[src/sv/pfsa_pkg.sv]
// pfsa_pkg: shared types, codes and sizes of the page frame stack allocator
// used by the interfaces, the controller, the datapath and the top level
// no dependencies
package pfsa_pkg;

    localparam int FRAME_W    = 12;
    localparam int FRAMES     = 4096;
    localparam int RESERVED   = 2048;
    localparam int CNT_W      = 13;
    localparam int ROW_BITS   = 32;
    localparam int BIT_W      = 5;
    localparam int ROW_W      = FRAME_W - BIT_W;
    localparam int ROWS       = FRAMES / ROW_BITS;
    localparam int INIT_COUNT = (RESERVED < FRAMES) ? (FRAMES - RESERVED) : 0;
    localparam int OP_W       = 2;
    localparam int STATUS_W   = 3;

    typedef logic [FRAME_W-1:0]  frame_t;
    typedef logic [CNT_W-1:0]    count_t;
    typedef logic [ROW_W-1:0]    row_idx_t;
    typedef logic [ROW_BITS-1:0] row_t;

    typedef enum logic [OP_W-1:0] {
        OP_ALLOC   = 2'd0,
        OP_FREE    = 2'd1,
        OP_ENABLE  = 2'd2,
        OP_DISABLE = 2'd3
    } op_t;

    typedef enum logic [STATUS_W-1:0] {
        STS_OK      = 3'd0,
        STS_EMPTY   = 3'd1,
        STS_ABSENT  = 3'd2,
        STS_FULL    = 3'd3,
        STS_ALREADY = 3'd4
    } status_t;

    typedef enum logic [1:0] {
        ST_INIT,
        ST_IDLE,
        ST_POP,
        ST_UPDATE
    } state_t;

    typedef struct packed {
        logic clear;
        logic accept;
        logic pop_read;
        logic commit;
    } cmd_t;

    typedef struct packed {
        logic in_alloc;
        logic clear_last;
        logic out_busy;
    } sts_t;

    // present bits of one row right after reset
    function automatic row_t init_row(input row_idx_t row);
        row_t r;
        r = '0;
        for (int b = 0; b < ROW_BITS; b++)
        begin
            r[b] = ((int'(row) * ROW_BITS + b) < RESERVED);
        end
        return r;
    endfunction

endpackage

[src/sv/pfsa_ctrl.sv]
// pfsa_ctrl: sequencer of the allocator, clearing pass then one operation at a time
// depends on pfsa_pkg; drives the datapath through cmd_t and reads sts_t
module pfsa_ctrl
    import pfsa_pkg::*;
(
    input  logic clk,
    input  logic rst_n,
    input  logic in_valid,
    output logic in_ready,
    input  sts_t sts,
    output cmd_t cmd
);

    state_t state_reg;
    state_t state_next;

    always_ff @(posedge clk or negedge rst_n)
    begin
        if (!rst_n)
        begin
            state_reg <= ST_INIT;
        end
        else
        begin
            state_reg <= state_next;
        end
    end

    always_comb
    begin
        state_next = state_reg;
        case (state_reg)
            ST_INIT:
            begin
                if (sts.clear_last)
                begin
                    state_next = ST_IDLE;
                end
            end
            ST_IDLE:
            begin
                if (in_valid)
                begin
                    state_next = sts.in_alloc ? ST_POP : ST_UPDATE;
                end
            end
            ST_POP:
            begin
                state_next = ST_UPDATE;
            end
            ST_UPDATE:
            begin
                // wait until the result register can take the result
                if (!sts.out_busy)
                begin
                    state_next = ST_IDLE;
                end
            end
            default:
            begin
                state_next = ST_INIT;
            end
        endcase
    end

    always_comb
    begin
        cmd      = '0;
        in_ready = 1'b0;
        case (state_reg)
            ST_INIT:
            begin
                cmd.clear = 1'b1;
            end
            ST_IDLE:
            begin
                in_ready   = 1'b1;
                cmd.accept = in_valid;
            end
            ST_POP:
            begin
                cmd.pop_read = 1'b1;
            end
            ST_UPDATE:
            begin
                cmd.commit = !sts.out_busy;
            end
            default:
            begin
                cmd = '0;
            end
        endcase
    end

endmodule

[config.mk]
export PLATFORM = sky130hd
export DESIGN_NAME = pfsa_ctrl
export DESIGN_NICKNAME = d
export VERILOG_FILES = /design/src/sv/pfsa_pkg.sv /design/src/sv/pfsa_ctrl.sv
export SDC_FILE = /design/constraint.sdc
export NUM_CORES = 1
export LEC_CHECK = 0
export BUFFER_PORTS_ARGS = -buffer_cell sky130_fd_sc_hd__buf_4
export CAP_MARGIN = 25
export CORE_AREA = 2 2 39 41
export CTS_BUF_LIST = sky130_fd_sc_hd__clkbuf_8
export DETAILED_ROUTE_END_ITERATION = 10
export DIE_AREA = 0 0 41 43
export HOLD_SLACK_MARGIN = 0.02
export PLACE_DENSITY = 0.37
export SLEW_MARGIN = 20
export SYNTH_ARGS = -nofsm -noshare
export SYNTH_HDL_FRONTEND = slang
export SYNTH_SLANG_ARGS = --single-unit
[constraint.sdc]
create_clock -name clk -period 1.3 [get_ports clk]
set_input_delay 0.195 -clock clk [delete_from_list [all_inputs] [get_ports clk]]
set_output_delay 0.195 -clock clk [all_outputs]
set_load 0.03 [all_outputs]
==> impl_metrics.json <==
{
  "via_per_inst": 3.61,
  "sw_frac_of_total": 0.387,
  "synth.area.top_cells": "dfrtp_1, ha_1, mux2_1",
  "num_io_pins": 11,
  "pwr-share-clk": 0.206,
  "largest_register_ffs": 2,
  "max-slew-margin-rel": 0.870,
  "totalWireLength_um": 442,
  "violations": "negative setup slack",
  "worstHoldPathType": "input port to asynchronous set/reset pin",
  "fillers": 152,
  "maxCapViolations": 0,
  "fin_ws_ps": -90.0,
  "grt_setup_unrepaired": "yes",
  "min_period_over_period": 1.07,
  "reg2reg_depth": 5,
  "fin_nets": 47,
  "firstDrtPassIters": 2,
  "synth_top_area_share": 0.270,
  "critPathLaunchType": "flip-flop",
  "final_cells": 51,
  "reg2reg_slack_ps": -90,
  "post-place-cells": 46,
  "synth_area_um2": 185,
  "final_area_um2": 419,
  "syn_to_final_growth_pct": 126,
  "core_area_mm2": 0.00138,
  "fmax_ghz": 0.719,
  "powerDensity_mw_per_mm2": 2770,
  "intPower_w": 0.000713,
  "mostFrequentLayoutCell": "buf_4",
  "crit_path_max_fanout": 4,
  "p_sw_w": 0.000450,
  "vdd_drop_max_uv": 1070,
  "initial_core_util": 0.134,
  "fp.dieH_um": 43,
  "postPlaceCellArea_um2": 320,
  "crit_path_end_kind": "output port",
  "dieArea_mm2": 0.00176,
  "syn_nets": 28,
  "synth_cells": 18,
  "wl_per_cell_um": 8.67,
  "ys_ff_latch": 2,
  "skew_ps": 0.378,
  "p_seq_frac": 0.128,
  "p_leak_nw": 0.192,
  "vias": 184,
  "rows": 14,
  "ys_seq_area_frac": 0.270,
  "cts-root-buf": "clkbuf_8",
  "crit_type": "flip-flop to output port",
  "multi_input_area_um2": 161,
  "cts_max_path_buffers": 2,
  "drive_gt1_frac": 0.829,
  "grt_max_degree": 5,
  "final_cell_mix": "buf_4, buf_6, inv_2, clkbuf_8, ha_4",
  "gp_congestion": 0.604,
  "finalSetupTns_ps": -328,
  "antenna_found_initial": 0,
  "drc": 0,
  "worstReg2RegEnd": "state_reg[1]",
  "diodes": 0,
  "cts_htree_levels": 1,
  "total_power_w": 0.00116,
  "track_usage": 0.0653,
  "comb_power_share": 0.667,
  "seq_area_um2": 51.3,
  "grt_overflow": 0,
  "fp.dieW_um": 41,
  "grt_pass1_wl_um": 745,
  "cts_buffers": 3,
  "hold_viol_final": 0,
  "tightest_slew_ps": 195,
  "pre_cts_slack_ps": -79.4,
  "syn_avg_cell_area_um2": 10.3,
  "first_iter_violations": 1,
  "path_clk_slew_ps": 30,
  "clock_latency_ps": 210,
  "r2r_start": "state_reg[0]",
  "arrival_ps": 1190,
  "clock_sinks": 2,
  "drv_slew": 0,
  "first_global_vias": 196,
  "status": "finished with violations",
  "ant_nets": 0,
  "io_buffer_count": 10,
  "yosys_warnings": 0,
  "yosys.area.top_type": "dfrtp_1",
  "finalSetupViolations": 4,
  "crit_required_ps": 1110,
  "cts_tree": "yes",
  "ys_types": 10,
  "fin_crit_ps": 1390
}
## cells in the mapped netlist
cell      instances
nand2_2           1
inv_1             4
ha_1              4
o211ai_1          1
mux2_1            2
and2b_2           1
and2_1            1
dfrtp_1           2
o221ai_2          1
inv_2             1
## routing by layer
| layer | GRT usage | vias up | share of wire |
|---|---|---|---|
| met2 | 0.0969 | 9 | 0.51 |
| met1 | 0.0707 | 83 | 0.39 |
| li1 | - | 92 | - |
| met3 | 0.0157 | 0 | 0.093 |
| met4 | 0.0600 | 0 | 0 |
| met5 | 0 | - | 0 |
## through the flow
stage | util | hold slack [ps]
final | 0.303 | 316
after global routing | 0.303 | 333
after CTS | 0.297 | 300
after detailed placement | 0.231 | -20.8
after global placement | 0.231 | -22.3
after floorplan | - | -101
## worst max path at each step
stage                            start           end
after floorplan           state_reg[0]  state_reg[0]
after global placement    state_reg[0]  state_reg[1]
after detailed placement  state_reg[0]  state_reg[0]
after CTS                 state_reg[1]        cmd[2]
after global routing      state_reg[1]        cmd[2]
final                     state_reg[1]        cmd[2]
## final cells by class
cell class	instances	share of cell area
multi-input cells	11	0.385
repair buffers	14	0.301
well taps	16	0.0478
flip-flops and latches	2	0.122
clock buffers	3	0.0985
inverters	5	0.0448
## cell families after synthesis
| family | share of synthesized area |
|---|---|
| AO/OA/AOI/OAI | 0.122 |
| buffers and inverters | 0.101 |
| flip-flops | 0.270 |
| multiplexers | 0.122 |
| AND/OR/NAND/NOR | 0.115 |
| adder cells (fa/ha/maj) | 0.270 |
## power by group through the flow
stage | Clock [W] | Combinational, W | Sequential [W]
after floorplan | 0 | 0.000459 | 0.000136
after global placement | 0 | 0.000622 | 0.000150
after detailed placement | 0 | 0.000628 | 0.000147
after CTS | 0.000248 | 0.000764 | 0.000149
after global routing | 0.000258 | 0.000849 | 0.000156
final | 0.000239 | 0.000775 | 0.000148
## repair_timing
item | CTS | global route
hold buffers | 1 | 0
endpoints found under the hold margin | 2 | 0
pin swaps | 3 | 1
buffers inserted | 1 | 0
gates resized for setup | 8 | 2
endpoints found under the setup margin | 6 | 7
## worst max-delay path, cell delays in order, from the launching register on
cell and delay [ps]:
dfrtp_1 380, inv_2 80, ha_4 160, buf_6 110, and2_4 120, buf_6 130
Note: power is estimated with default switching activity, not from simulation.
